[config.mk]
export PLATFORM = sky130hd
export DESIGN_NAME = gpio_port_with_interrupt_detect_unit
export DESIGN_NICKNAME = d
export VERILOG_FILES = /design/src/hdl/gpio_pkg.sv /design/src/hdl/gpio_lane.sv /design/src/hdl/gpio_merge.sv /design/src/hdl/gpio_port_with_interrupt_detect_unit.sv
export SDC_FILE = /design/constraint.sdc
export NUM_CORES = 1
export LEC_CHECK = 0
export ABC_CLOCK_PERIOD_IN_PS = 7080
export BUFFER_PORTS_ARGS = -buffer_cell sky130_fd_sc_hd__buf_2
export CELL_PAD_IN_SITES_DETAIL_PLACEMENT = 0
export CELL_PAD_IN_SITES_GLOBAL_PLACEMENT = 2
export CORE_MARGIN = 8
export CORE_UTILIZATION = 34
export CTS_CLUSTER_SIZE = 25
export DETAILED_ROUTE_END_ITERATION = 10
export PLACE_DENSITY_LB_ADDON = 0.25
export SLEW_MARGIN = 20
export SYNTH_ARGS = -nofsm -noshare
export SYNTH_HDL_FRONTEND = slang
export SYNTH_SLANG_ARGS = --single-unit
[constraint.sdc]
create_clock -name i_clk -period 7.08 [get_ports i_clk]
set_input_delay 0.354 -clock i_clk [delete_from_list [all_inputs] [get_ports i_clk]]
set_output_delay 0.354 -clock i_clk [all_outputs]
set_load 0.02 [all_outputs]
[src/hdl/gpio_pkg.sv]
package gpio_pkg;

    localparam int DATA_W        = 32;
    localparam int IDX_W         = 5;
    localparam int DEF_PIN_COUNT = 32;
    localparam int IN_TDATA_W    = 64;
    localparam int IN_TUSER_W    = 6;
    localparam int OUT_TDATA_W   = 104;
    localparam int GROUP_W       = 8;
    localparam int GROUPS        = DATA_W / GROUP_W;
    localparam int REG_COUNT     = 8;

    typedef enum logic [2:0] {
        KIND_READ   = 3'd0,
        KIND_WRITE  = 3'd1,
        KIND_SET    = 3'd2,
        KIND_CLEAR  = 3'd3,
        KIND_SAMPLE = 3'd4
    } t_kind;

    typedef enum logic [2:0] {
        SEL_DOUT    = 3'd0,
        SEL_DIN     = 3'd1,
        SEL_DOE     = 3'd2,
        SEL_PIN2IRQ = 3'd3,
        SEL_IRQEN   = 3'd4,
        SEL_IRQLEV  = 3'd5,
        SEL_IRQPOL  = 3'd6,
        SEL_IRQSTAT = 3'd7
    } t_sel;

    // bus access decoded once, shared by every lane
    typedef struct packed {
        logic                 wr;
        logic                 set;
        logic                 clr;
        logic [REG_COUNT-1:0] hit;
    } t_bus_op;

    // one pin's share of every register but DIN
    typedef struct packed {
        logic dout;
        logic doe;
        logic route;
        logic en;
        logic lev;
        logic pol;
        logic stat;
    } t_lane_bits;

endpackage

[src/hdl/gpio_lane.sv]
module gpio_lane
    import gpio_pkg::*;
(
    input  logic       i_clk,
    input  logic       i_rst_n,
    input  logic       i_en,
    input  t_bus_op    i_op,
    input  logic       i_data,
    input  logic       i_pin,
    output t_lane_bits o_state,
    output t_lane_bits o_next
);

    t_lane_bits r_bits;
    t_lane_bits n_bits;
    logic       r_prev;
    logic       n_stat_bus;
    logic       edge_hit;
    logic       level_hit;

    function automatic logic apply(input logic old, input logic d, input logic hit,
                                   input t_bus_op op);
        logic res;
        res = old;
        if (hit) begin
            if (op.wr) begin
                res = d;
            end else if (op.set) begin
                res = old | d;
            end else if (op.clr) begin
                res = old & ~d;
            end
        end
        return res;
    endfunction

    always_comb begin
        n_bits.dout  = apply(r_bits.dout,  i_data, i_op.hit[SEL_DOUT],    i_op);
        n_bits.doe   = apply(r_bits.doe,   i_data, i_op.hit[SEL_DOE],     i_op);
        n_bits.route = apply(r_bits.route, i_data, i_op.hit[SEL_PIN2IRQ], i_op);
        n_bits.en    = apply(r_bits.en,    i_data, i_op.hit[SEL_IRQEN],   i_op);
        n_bits.lev   = apply(r_bits.lev,   i_data, i_op.hit[SEL_IRQLEV],  i_op);
        n_bits.pol   = apply(r_bits.pol,   i_data, i_op.hit[SEL_IRQPOL],  i_op);
        n_stat_bus   = apply(r_bits.stat,  i_data, i_op.hit[SEL_IRQSTAT], i_op);
        // detection sees the registers as just updated by the bus
        edge_hit  = ~n_bits.lev & (n_bits.pol ? (i_pin & ~r_prev) : (~i_pin & r_prev));
        level_hit = n_bits.lev & ~(i_pin ^ n_bits.pol);
        n_bits.stat = n_stat_bus | (n_bits.route & (edge_hit | level_hit));
    end

    always_ff @(posedge i_clk) begin
        if (!i_rst_n) begin
            r_bits <= '0;
            r_prev <= 1'b0;
        end else if (i_en) begin
            r_bits <= n_bits;
            r_prev <= i_pin;
        end
    end

    assign o_state = r_bits;
    assign o_next  = n_bits;

endmodule

[src/hdl/gpio_merge.sv]
module gpio_merge
    import gpio_pkg::*;
#(
    parameter int PIN_COUNT = DEF_PIN_COUNT
) (
    input  logic [PIN_COUNT-1:0] i_pend,
    output logic                 o_any,
    output logic [IDX_W-1:0]     o_index
);

    logic [DATA_W-1:0]  pend_ext;
    logic [GROUPS-1:0]  grp_any;
    logic [2:0]         grp_idx [GROUPS];

    assign pend_ext = DATA_W'(i_pend);

    // highest set bit inside each byte, then highest busy byte
    always_comb begin
        for (int g = 0; g < GROUPS; g++) begin
            grp_any[g] = |pend_ext[g*GROUP_W +: GROUP_W];
            grp_idx[g] = '0;
            for (int b = 0; b < GROUP_W; b++) begin
                if (pend_ext[g*GROUP_W + b]) begin
                    grp_idx[g] = 3'(b);
                end
            end
        end
        o_any   = |grp_any;
        o_index = '0;
        for (int g = 0; g < GROUPS; g++) begin
            if (grp_any[g]) begin
                o_index = {2'(g), grp_idx[g]};
            end
        end
    end

endmodule

[src/hdl/gpio_port_with_interrupt_detect_unit.sv]
// GPIO port of up to 32 pins with edge and level interrupt detection. Each slave
// transaction carries one bus access (read, write, set bits, clear bits or sample
// only) and a sample of the pins; the access is applied first, then every pin lane
// checks its edge condition against the sample of the previous transaction or its
// level condition against the current one; routed pins set their sticky status bit.
// One result follows each transaction: the read value, the output and drive-enable
// registers, whether an enabled interrupt is pending and the highest pending pin. Each
// pin has its own lane and a byte-wise priority encoder merges the lanes. One
// transaction is taken every clock unless the two-entry output buffer is full; the
// buffer holds each result and lets input flow on while a result waits to be taken.
module gpio_port_with_interrupt_detect_unit
    import gpio_pkg::*;
#(
    parameter int PIN_COUNT = DEF_PIN_COUNT
) (
    input  logic                   i_clk,
    input  logic                   i_rst_n,
    input  logic                   i_s_tvalid,
    output logic                   o_s_tready,
    // write_data [31:0], pin_levels [63:32]
    input  logic [IN_TDATA_W-1:0]  i_s_tdata,
    // kind [2:0], reg_select [5:3]
    input  logic [IN_TUSER_W-1:0]  i_s_tuser,
    output logic                   o_m_tvalid,
    input  logic                   i_m_tready,
    // read_data [31:0], pad_out [63:32], pad_drive_enable [95:64], irq_request [96],
    // highest_pending [101:97], any_pending [102], zero [103]
    output logic [OUT_TDATA_W-1:0] o_m_tdata
);

    logic                   accept;
    logic                   pop;
    t_kind                  kind;
    t_sel                   sel;
    logic [DATA_W-1:0]      wdata;
    logic [PIN_COUNT-1:0]   pins;
    t_bus_op                op;
    t_lane_bits             lane_st [PIN_COUNT];
    t_lane_bits             lane_nx [PIN_COUNT];
    logic [PIN_COUNT-1:0]   v_dout, v_doe, v_route, v_en, v_lev, v_pol, v_stat;
    logic [PIN_COUNT-1:0]   nx_dout, nx_doe, nx_pend;
    logic [PIN_COUNT-1:0]   rd_sel;
    logic                   any_pend;
    logic [IDX_W-1:0]       hi_idx;
    logic [OUT_TDATA_W-1:0] result;

    logic                   r_out_valid, n_out_valid;
    logic [OUT_TDATA_W-1:0] r_out_data,  n_out_data;
    logic                   r_skid_valid, n_skid_valid;
    logic [OUT_TDATA_W-1:0] r_skid_data,  n_skid_data;

    assign o_s_tready = !r_skid_valid;
    assign accept     = i_s_tvalid && o_s_tready;
    assign pop        = r_out_valid && i_m_tready;

    assign kind  = t_kind'(i_s_tuser[2:0]);
    assign sel   = t_sel'(i_s_tuser[5:3]);
    assign wdata = i_s_tdata[DATA_W-1:0];
    assign pins  = i_s_tdata[DATA_W +: PIN_COUNT];

    always_comb begin
        op.wr  = (kind == KIND_WRITE);
        op.set = (kind == KIND_SET);
        op.clr = (kind == KIND_CLEAR);
        op.hit = REG_COUNT'(1) << sel;
    end

    for (genvar p = 0; p < PIN_COUNT; p++) begin : g_lane
        gpio_lane u_lane (
            .i_clk   (i_clk),
            .i_rst_n (i_rst_n),
            .i_en    (accept),
            .i_op    (op),
            .i_data  (wdata[p]),
            .i_pin   (pins[p]),
            .o_state (lane_st[p]),
            .o_next  (lane_nx[p])
        );
    end

    always_comb begin
        for (int p = 0; p < PIN_COUNT; p++) begin
            v_dout[p]  = lane_st[p].dout;
            v_doe[p]   = lane_st[p].doe;
            v_route[p] = lane_st[p].route;
            v_en[p]    = lane_st[p].en;
            v_lev[p]   = lane_st[p].lev;
            v_pol[p]   = lane_st[p].pol;
            v_stat[p]  = lane_st[p].stat;
            nx_dout[p] = lane_nx[p].dout;
            nx_doe[p]  = lane_nx[p].doe;
            nx_pend[p] = lane_nx[p].stat & lane_nx[p].en;
        end
    end

    gpio_merge #(
        .PIN_COUNT (PIN_COUNT)
    ) u_merge (
        .i_pend  (nx_pend),
        .o_any   (any_pend),
        .o_index (hi_idx)
    );

    // read returns the register as it stood before this transaction
    always_comb begin
        case (sel)
            SEL_DOUT:    rd_sel = v_dout;
            SEL_DIN:     rd_sel = pins;
            SEL_DOE:     rd_sel = v_doe;
            SEL_PIN2IRQ: rd_sel = v_route;
            SEL_IRQEN:   rd_sel = v_en;
            SEL_IRQLEV:  rd_sel = v_lev;
            SEL_IRQPOL:  rd_sel = v_pol;
            SEL_IRQSTAT: rd_sel = v_stat;
            default:     rd_sel = '0;
        endcase
        if (kind != KIND_READ) begin
            rd_sel = '0;
        end
    end

    assign result = {1'b0, any_pend, hi_idx, any_pend,
                     DATA_W'(nx_doe), DATA_W'(nx_dout), DATA_W'(rd_sel)};

    always_comb begin
        n_out_valid  = r_out_valid;
        n_out_data   = r_out_data;
        n_skid_valid = r_skid_valid;
        n_skid_data  = r_skid_data;
        if (r_skid_valid) begin
            if (pop) begin
                n_out_data   = r_skid_data;
                n_skid_valid = 1'b0;
            end
        end else if (accept) begin
            if (!r_out_valid || pop) begin
                n_out_valid = 1'b1;
                n_out_data  = result;
            end else begin
                n_skid_valid = 1'b1;
                n_skid_data  = result;
            end
        end else if (pop) begin
            n_out_valid = 1'b0;
        end
    end

    always_ff @(posedge i_clk) begin
        if (!i_rst_n) begin
            r_out_valid  <= 1'b0;
            r_skid_valid <= 1'b0;
        end else begin
            r_out_valid  <= n_out_valid;
            r_skid_valid <= n_skid_valid;
        end
        r_out_data  <= n_out_data;
        r_skid_data <= n_skid_data;
    end

    assign o_m_tvalid = r_out_valid;
    assign o_m_tdata  = r_out_data;

endmodule

==> results of run 1 <==
==> sequential cells by signal, summed over array words and instances, names as in the netlist <==
| signal | cells |
|---|---|
| g_lane.u_lane.o_state | 224 |
| g_lane.u_lane.r_prev | 32 |
| o_m_tdata | 102 |
| o_m_tvalid | 1 |
| r_skid_data | 102 |
| r_skid_valid | 1 |
==> layout by cell type (no fill, tap or decap), types with 13 or more instances in the layout <==
master / instances
inv_1: 77
a21boi_0: 109
a21oi_1: 244
nor2b_1: 43
nor3_1: 22
o221a_2: 14
mux2i_1: 54
a22o_1: 20
edfxtp_1: 204
nor2_1: 177
o31ai_1: 43
dfxtp_1: 257
clkbuf_16: 57
a22oi_1: 23
xnor2_1: 35
nand3_1: 29
o211ai_1: 19
a31oi_1: 44
nor3b_1: 32
o21ai_0: 303
clkbuf_1: 14
a211oi_1: 46
nand2b_1: 13
nand2_1: 390
and3_1: 15
o211a_1: 22
o21a_1: 16
and2_1: 59
buf_2: 175
o22ai_1: 55
buf_4: 62
o31a_1: 15
mux2_2: 76
a21o_1: 31
==> worst max-delay path, stage by stage <==
cell and delay [ns]:
buf_2 0.42, buf_4 0.58, nor2b_1 0.72, buf_4 0.30
a31oi_1 0.12, a211oi_1 0.28, nor3b_1 0.08, a21o_1 0.16
a222oi_1 0.61, o211ai_1 0.21, nor2_1 0.31, o311a_1 0.22
o211ai_1 0.12, mux2_2 0.29
==> area by class of cell <==
type / instances / area [sq um] / share of cell area (%)
multi-input cells: 2130 / 13100 / 45.1
repair buffers: 243 / 1440 / 4.93
clock inverters: 28 / 209 / 0.716
clock buffers: 76 / 1550 / 5.31
well taps: 978 / 1220 / 4.20
flip-flops and latches: 462 / 11300 / 38.7
inverters: 80 / 303 / 1.04
diodes: 2 / 5.00 / 0.0172
==> power groups by stage <==
stage                     clock [uW]  combinational (uW)  sequential, uW
after floorplan                    0                 580            3100
after global placement             0                 999            3040
after detailed placement           0                1010            3040
after CTS                       2880                1010            2990
after global routing            2990                1090            3000
final                           2810                1010            2990
==> timing repair <==
action,CTS,global route
hold endpoints to repair,1,0
hold buffers,1,0
buffers inserted,0,0
setup endpoints to repair,0,0
==> kinds of logic (layout without fill, tap and decap cells) <==
family,Yosys count,after routing,share of synthesized area [%]
other,1,3,0.0145
muxes,141,141,6.37
and+or+nand+nor,839,839,15.1
AOI/OAI and AO/OA,1101,1101,27.4
xor gates and xnor gates,48,48,1.69
buffers and inverters,344,427,5.70
DFF,462,462,43.7
==> routing by layer <==
| layer | vias to the layer above | track usage [%] | wire, um |
|---|---|---|---|
| met3 | 214 | 4.26 | 7470 |
| met1 | 11566 | 32.5 | 47000 |
| met5 | - | 0 | 25 |
| li1 | 10795 | - | - |
| met4 | 4 | 7.87 | 3660 |
| met2 | 922 | 39.6 | 49500 |
==> per-stage QoR <==
| step | std cells | hold slack [ns] | total power (uW) |
|---|---|---|---|
| 3_5_place_dp | 3891 | 0.469 | 4050 |
| 4_1_cts | 3996 | 0.00457 | 6880 |
| 3_3_place_gp | 3891 | 0.460 | 4040 |
| 2_1_floorplan | 2936 | 0.443 | 3680 |
| 5_1_grt | 3997 | 0.0323 | 7080 |
| 6_report | 3999 | 0.0403 | 6810 |
==> path summary, 6_finish.rpt <==
path,from,endpoint,slack [ns],cells past startpoint
max reg2reg,r_skid_valid,g_lane[23].u_lane.o_state[1],3.65,7
min reg2reg,g_lane[21].u_lane.r_prev,g_lane[21].u_lane.r_prev,0.48,2
min,i_s_tdata[36],g_lane[4].u_lane.r_prev,0.04,3
max,i_s_tuser[3],o_m_tdata[97],2.60,14
==> flow_summary.yaml, run 1 <==
detailed_routing:
  drt-initial-drc-count: 2110
  pre_antenna_drt_iters: 6
  routed_wire_length_per_instance_um: 26.9
  totalWireLength_um: 108000
  route.detailed.drc: 0
  drt-vias-per-instance: 5.88
  route.vias.total: 23501
  final_antenna_net_count: 0
die:
  core_area_sq_um: 75600
  die_x_um: 292
  rows: 101
  die_footprint_sq_um: 85000
  io-pin-count: 180
  initial_core_util_pct: 34.2
  dieHeight_um: 292
pwr:
  p_clk_share_pct: 41.3
  pwr-share-seq_pct: 43.8
  power.combinational.fraction_pct: 14.9
  power.static_leakage_uw: 0.0107
  p_sw_uw: 1990
  peakVddDrop_v: 0.000159
  p_int_uw: 4830
  swShare_pct: 29.2
  power-per-cell-area_nw_per_um2: 234
synth:
  yosys-top-cells-count: "nand2_1 (393), o21ai_0 (303), dfxtp_1 (258)"
  synthCells: 2936
  synth_top_area_share_pct: 23.7
  async_flop_share_pct: 0
  syn-mean-instance-area_sq_um: 8.79
  netlist_top_cells_area: "edfxtp_1 (24%), dfxtp_1 (20%), o21ai_0 (5.9%)"
  synth_area_leader_cell: "edfxtp_1"
  synthesis.nets: 3010
  synth_sequential_area_ratio_pct: 43.7
  synthDistinctLibCells: 88
  synthesis.area_sq_um: 25800
  synth_enable_flop_cells: 204
  yosys.cell_count.top_type: "nand2_1"
  yosysWarningCount: 0
  synth_seq_cells: 462
  synth_flop_cell: "dfxtp_1"
grt:
  antenna_found_initial: 4
  grt_pass1_vias: 22952
  grt.total_usage_pct: 24.3
  grt_max_degree: 197
  grt_overflow: 0
  global_route_wire_length_before_repair_um: 159000
timing:
  finalWorstSetupSlack_ns: 2.60
  unrepaired_setup_endpoints_after_global_routing: "no"
  fin_tns_setup_ns: 0
  finalSetupViolations: 0
  min_period_ns: 4.48
  maxSlewHeadroom_pct: 21.6
  final_min_period_over_clock_period_pct: 63.3
  final_number_of_hold_violating_endpoints: 0
  final.setup_skew_ns: 0.0207
  max_slew.worst_pin.slew_ns: 1.17
  pins_over_their_slew_limit: 0
  fmaxAchievable_ghz: 0.223
finish:
  num-fill-cells: 7697
  drive_gt1_share_pct: 15.8
  finalInstanceArea_sq_um: 29200
  final_util_pct: 38.6
  fin_nets: 3047
  area_growth_syn_to_layout_pct: 13.0
clock_tree:
  h_tree_depth: 2
  tritoncts_num_sinks: 462
  cts_tree: "built"
  cts.reportedPaths.clkPinSlew_ns: 0.06
  cts_buffers: 56
  cts-root-buf: "clkbuf_16"
  clk_path_buf_depth: 3
  clkLatencyLatePin_ns: 0.62
  cts.repair.resized: 0
placement:
  io_buffers: 178
  placement.cell_area_sq_um: 27400
  globalplace.congestion: 0.911
  half_perimeter_wire_length_of_the_detailed_placement_result_um: 70100
  dp_slack_ns: 2.06
status:
  status: "completed"
min_path:
  worstHoldPathType: "in -> reg"
worst_setup_path:
  end_kind: "flop"
  critical_path_peak_fanout: 38
  critPathArrivalTime_ns: 4.83
  timing.setup.critical_path_class: "in -> reg"
  type_of_origin_of_the_critical_path: "input port"
  critical_path_required_ns: 7.43
job:
  max-cap-violations: 0
(Power assumes the default switching activity.)
==> run 2, diff against run 1 <==
- ABC_CLOCK_PERIOD_IN_PS: 7080 -> 4000
- clock period: 7.08 -> 4 ns (I/O delays scaled with it)
==> flow_summary.yaml, run 2 (same netlist as run 1, synthesis figures left out) <==
clock_tree:
  clkLatencyLatePin_ns: 0.63
  tritoncts_num_sinks: 462
  cts_buffers: 55
  clk_path_buf_depth: 3
  cts.reportedPaths.clkPinSlew_ns: 0.06
  cts-root-buf: "clkbuf_16"
  h_tree_depth: 2
  cts_setup_buffers: 0
  cts.repair.resized: 0
  cts_tree: "built"
timing:
  max_slew.worst_pin.slew_ns: 1.04
  pins_over_their_slew_limit: 0
  fmaxAchievable_ghz: 0.292
  final.setup_skew_ns: 0.0220
  finalSetupViolations: 0
  min_period_ns: 3.42
  final_min_period_over_clock_period_pct: 85.6
  final_number_of_hold_violating_endpoints: 0
  maxSlewHeadroom_pct: 30.4
  fin_tns_setup_ns: 0
  unrepaired_setup_endpoints_after_global_routing: "no"
finish:
  largest_reg_flops: 224
  area_growth_syn_to_layout_pct: 20.6
  finalInstanceArea_sq_um: 31100
  final_util_pct: 41.2
  commonest_non_fill_non_tap_cell_in_the_layout: "nand2_1"
  layout.cells.most_common_list: "nand2_1 (391), o21ai_0 (303), dfxtp_1 (257)"
  fin_nets: 3240
  drive_gt1_share_pct: 19.6
placement:
  half_perimeter_wire_length_of_the_detailed_placement_result_um: 77800
  io_buffers: 178
  placement.cell_area_sq_um: 28700
  globalplace.congestion: 0.937
detailed_routing:
  final_antenna_net_count: 0
  drt-vias-per-instance: 5.78
  routed_wire_length_per_instance_um: 27.0
  route.detailed.drc: 0
  drt-initial-drc-count: 2205
  route.vias.total: 24224
  pre_antenna_drt_iters: 6
  totalWireLength_um: 113000
grt:
  grt_pass1_vias: 23440
  antenna_found_initial: 5
  global_route_wire_length_before_repair_um: 164000
  grt.total_usage_pct: 25.5
  grt_max_degree: 125
  grt_overflow: 0
pwr:
  p_int_uw: 9260
  p_clk_share_pct: 43.7
  power-per-cell-area_nw_per_um2: 414
  p_sw_uw: 3620
  swShare_pct: 28.1
  power.combinational.fraction_pct: 15.2
  power.static_leakage_uw: 0.0117
  pwr-share-seq_pct: 41.0
  peakVddDrop_v: 0.000254
  p_total_uw: 12900
worst_setup_path:
  critPathArrivalTime_ns: 3.79
  type_of_origin_of_the_critical_path: "input port"
  critical_path_peak_fanout: 16
  critical_path_required_ns: 4.36
  r2r_setup_slack_ns: 0.58
  timing.setup.critical_path_class: "in -> reg"
  timing.reg2reg.worst_path_depth: 11
  end_kind: "flop"
min_path:
  worstHoldPathType: "in -> reg"
  min_path_cells: 3
die:
  rows: 101
  die_footprint_sq_um: 85000
  die_x_um: 292
  io-pin-count: 180
  initial_core_util_pct: 34.2
  dieHeight_um: 292
  core_area_sq_um: 75600
job:
  max-cap-violations: 0
status:
  status: "completed"
## run 2: cell count changes in the layout (fill, tap and decap cells not counted), moves of 3 or more
cell           before  now
clkinv_4            3    0
clkbuf_8            5    2
buf_12              3   19
bufinv_16           2   13
dlygate4sd3_1       1   41
clkbuf_1           14    7
buf_4              62  201
## run 2: final cells by class
cell class              instances  area [sq um]
fillers                      7536         44400
multi-input cells            2130         13100
flip-flops and latches        462         11300
repair buffers                437          3190
clock buffers                  65          1460
well taps                     978          1220
clock inverters                39           541
inverters                      80           303
diodes                          2          5.00
## run 2: stage by stage
stage	instances	setup WS [ns]	hold slack, ns
2_1_floorplan	2936	0.0792	0.345
3_3_place_gp	4046	0.126	0.461
3_5_place_dp	4046	0.0892	0.472
4_1_cts	4191	0.619	0.00122
5_1_grt	4192	0.409	0.0550
6_report	4193	0.576	0.0469
## run 2: path summary, 6_finish.rpt
| path | from | to |
|---|---|---|
| setup / recovery | i_s_tdata[21] | o_m_tdata[96] |
| setup reg to reg | g_lane[22].u_lane.o_state[2] | o_m_tdata[96] |
| hold / removal | i_s_tdata[15] | g_lane[15].u_lane.o_state[2] |
| hold reg to reg | g_lane[6].u_lane.r_prev | g_lane[6].u_lane.r_prev |
## run 2: what timing repair did
action | in CTS | in global routing
hold buffers | 41 | 0
endpoints found under the hold margin | 43 | 0
setup endpoints to repair | 0 | 0
## run 2: layer usage
| metal | GRT usage [%] | share of wire, % | vias to the layer above |
|---|---|---|---|
| met1 | 35.1 | 45 | 11936 |
| met2 | 40.9 | 45 | 948 |
| li1 | - | - | 11172 |
| met5 | 0 | 0.024 | - |
| met4 | 7.08 | 2.8 | 4 |
| met3 | 4.40 | 6.8 | 164 |
## run 2: power by group through the flow
stage	clock network (uW)	registers [uW]	logic [uW]
2_1_floorplan	0	5470	1030
3_3_place_gp	0	5380	1910
3_5_place_dp	0	5380	1920
4_1_cts	5760	5280	1960
5_1_grt	5920	5300	2110
6_report	5630	5280	1960
## run 2: worst max-delay path, stage by stage
cell,delay (ns)
dlygate4sd3_1,0.51
buf_2,0.29
nor2b_1,0.12
or3_1,0.36
a22oi_1,0.18
o41ai_1,0.13
o21ai_1,0.36
o2111a_1,0.34
o2111ai_1,0.28
nor2_4,0.20
inv_2,0.06
or4_4,0.47
mux2_2,0.28
==> run 3, diff against run 2 <==
--- a/config.mk
+++ b/config.mk
@@ -14,5 +14,6 @@
 export CTS_CLUSTER_SIZE = 25
 export DETAILED_ROUTE_END_ITERATION = 10
-export PLACE_DENSITY_LB_ADDON = 0.25
+export PLACE_DENSITY = 0.79
+export RECOVER_POWER = 50
 export SLEW_MARGIN = 20
 export SYNTH_ARGS = -nofsm -noshare
==> constraint.sdc (replaced) <==
create_clock -name i_clk -period 4 [get_ports i_clk]
set_input_delay 0.4 -clock i_clk [delete_from_list [all_inputs] [get_ports i_clk]]
set_output_delay 0.4 -clock i_clk [all_outputs]
set_load 0.02 [all_outputs]
==> flow_summary.yaml, run 3 (same netlist as run 1, synthesis figures left out) <==
worst_setup_path:
  critical_path.endpoint: "o_m_tdata[96]"
  critPathMostFrequentCell: "o21ai_0"
  reg2reg_start: "r_skid_valid"
  critical_path_required_ns: 4.36
  cp_slowest_stage_delay_ns: 0.53
  end_kind: "flop"
  slowest_stage_cell_on_the_critical_path: "and2_1"
  worstSetupStartpoint: "i_s_tuser[5]"
  critical_path_peak_fanout: 10
  timing.reg2reg.worst_path_depth: 5
  crit_chain: "buf_2 -> and4bb_2 -> and2_1 -> clkbuf_1 -> a21o_1 -> o21ai_0 -> a21oi_1 -> o21ai_0 -> buf_4 -> o2111ai_1 -> a2111o_1 -> or4_4 -> mux2_2"
  regToRegEndpoint: "g_lane[9].u_lane.o_state[4]"
  type_of_origin_of_the_critical_path: "input port"
  timing.setup.critical_path_class: "in -> reg"
  critPathArrivalTime_ns: 4.20
  r2r_setup_slack_ns: 0.32
finish:
  finalInstanceArea_sq_um: 30800
  area_growth_syn_to_layout_pct: 19.2
  layout.cells.most_common_list: "nand2_1 (393), o21ai_0 (303), dfxtp_1 (258)"
  fin_nets: 3238
  largest_reg_flops: 224
  final_util_pct: 40.7
  drive_gt1_share_pct: 16.9
  commonest_non_fill_non_tap_cell_in_the_layout: "nand2_1"
  layout.cells.non_filler: 4186
grt:
  use_met3_pct: 4.30
  grt_pass1_vias: 23484
  antenna_found_initial: 5
  grt_max_degree: 125
  grt.total_usage_pct: 24.9
  busiest_layer: "met2"
  grt_util_met2_pct: 40.3
  global_route_wire_length_before_repair_um: 162000
  grt_use_met1_pct: 34.0
  grt_overflow: 0
detailed_routing:
  route.detailed.drc: 0
  totalWireLength_um: 111000
  route.vias.total: 24472
  routed_wire_length_per_instance_um: 26.6
  pre_antenna_drt_iters: 7
  drt-vias-per-instance: 5.85
  final_antenna_net_count: 0
  drt-initial-drc-count: 2496
die:
  die_footprint_sq_um: 85000
  initial_core_util_pct: 34.2
  die_x_um: 292
  core_area_sq_um: 75600
  io-pin-count: 180
  rows: 101
  dieHeight_um: 292
min_path:
  worstHoldPathType: "in -> reg"
clock_tree:
  clkLatencyLatePin_ns: 0.61
  holdBufCountCts: 0
  tritoncts_num_sinks: 462
  h_tree_depth: 2
  cts.repair.resized: 0
  cts_setup_buffers: 0
  cts_buffers: 52
  cts_tree: "built"
  cts.reportedPaths.clkPinSlew_ns: 0.07
  cts-root-buf: "clkbuf_16"
  clk_path_buf_depth: 3
timing:
  fmaxAchievable_ghz: 0.260
  final_min_period_over_clock_period_pct: 96.0
  final_number_of_hold_violating_endpoints: 0
  unrepaired_setup_endpoints_after_global_routing: "no"
  pins_over_their_slew_limit: 201
  whs_ns: 0.0660
  final.setup_skew_ns: 0.0225
  min_period_ns: 3.84
  max_slew.worst_pin.slew_ns: 2.33
  maxSlewHeadroom_pct: -55.8
  finalSetupViolations: 0
status:
  failed_checks: "capacitance limit, slew limit"
  status: "complete, but fails checks"
pwr:
  power.static_leakage_uw: 0.0114
  power-per-cell-area_nw_per_um2: 409
  peakVddDrop_v: 0.000287
placement:
  placement.cell_area_sq_um: 29100
  io_buffers: 178
  place.detailed.instances: 4088
  half_perimeter_wire_length_of_the_detailed_placement_result_um: 78200
  globalplace.congestion: 0.939
job:
  max-cap-violations: 4
[run 3: cell types whose count changed in the layout (fill, tap and decap cells not counted), moves of 7 or more]
cell | before | now
buf_12 | 19 | 26
clkbuf_1 | 7 | 123
and2_0 | 1 | 18
and2_1 | 59 | 42
buf_4 | 201 | 215
clkbuf_2 | 0 | 9
dlygate4sd3_1 | 41 | 0
buf_2 | 175 | 71
[run 3: metrics by stage]
| step | TNS, ns | worst slack [ns] | total power [uW] |
|---|---|---|---|
| final | 0 | 0.160 | 12600 |
| after global routing | 0 | 0.0544 | 13000 |
| after floorplan | 0 | 0.0792 | 6500 |
| after global placement | -0.731 | -0.325 | 7320 |
| after CTS | 0 | 0.236 | 12700 |
| after detailed placement | -1.19 | -0.415 | 7340 |
[run 3: worst min-delay path by stage]
stage	start	cells after the start	slack [ns]	end
after floorplan	g_lane[21].u_lane.r_prev	2	0.44	g_lane[21].u_lane.r_prev
after global placement	g_lane[21].u_lane.r_prev	2	0.46	g_lane[21].u_lane.r_prev
after detailed placement	g_lane[21].u_lane.r_prev	2	0.47	g_lane[21].u_lane.r_prev
after CTS	i_m_tready	4	0.03	r_skid_valid
after global routing	i_m_tready	4	0.06	r_skid_valid
final	i_m_tready	4	0.07	r_skid_valid
[run 3: cell type report]
type,instances,area [sq um]
clock inverters,34,499
clock buffers,62,1370
multi-input cells,2130,13100
diodes,2,5.00
flip-flops and latches,462,11300
repair buffers,438,2990
fillers,7590,44800
inverters,80,302
well taps,978,1220
[run 3: routing by layer]
metal  part of all wire [%]  vias to the layer above
met5                 0.0081                        -
met4                    3.2                        2
met3                    6.9                      214
met2                     45                      977
met1                     44                    12112
li1                       -                    11167
[run 3: where the power goes]
part | total [uW] | leakage (uW) | internal (uW) | switching, uW
logic | 1940 | 0.00630 | 644 | 1300
registers | 5290 | 0.00414 | 5170 | 120
clock network | 5370 | 0.000904 | 3270 | 2090
[run 3: critical path, delay by kind of cell]
family          cells  cell delay, ns
compound gates      6            1.45
simple gates        3            1.27
mux                 1            0.27
buf+inv             3            0.80
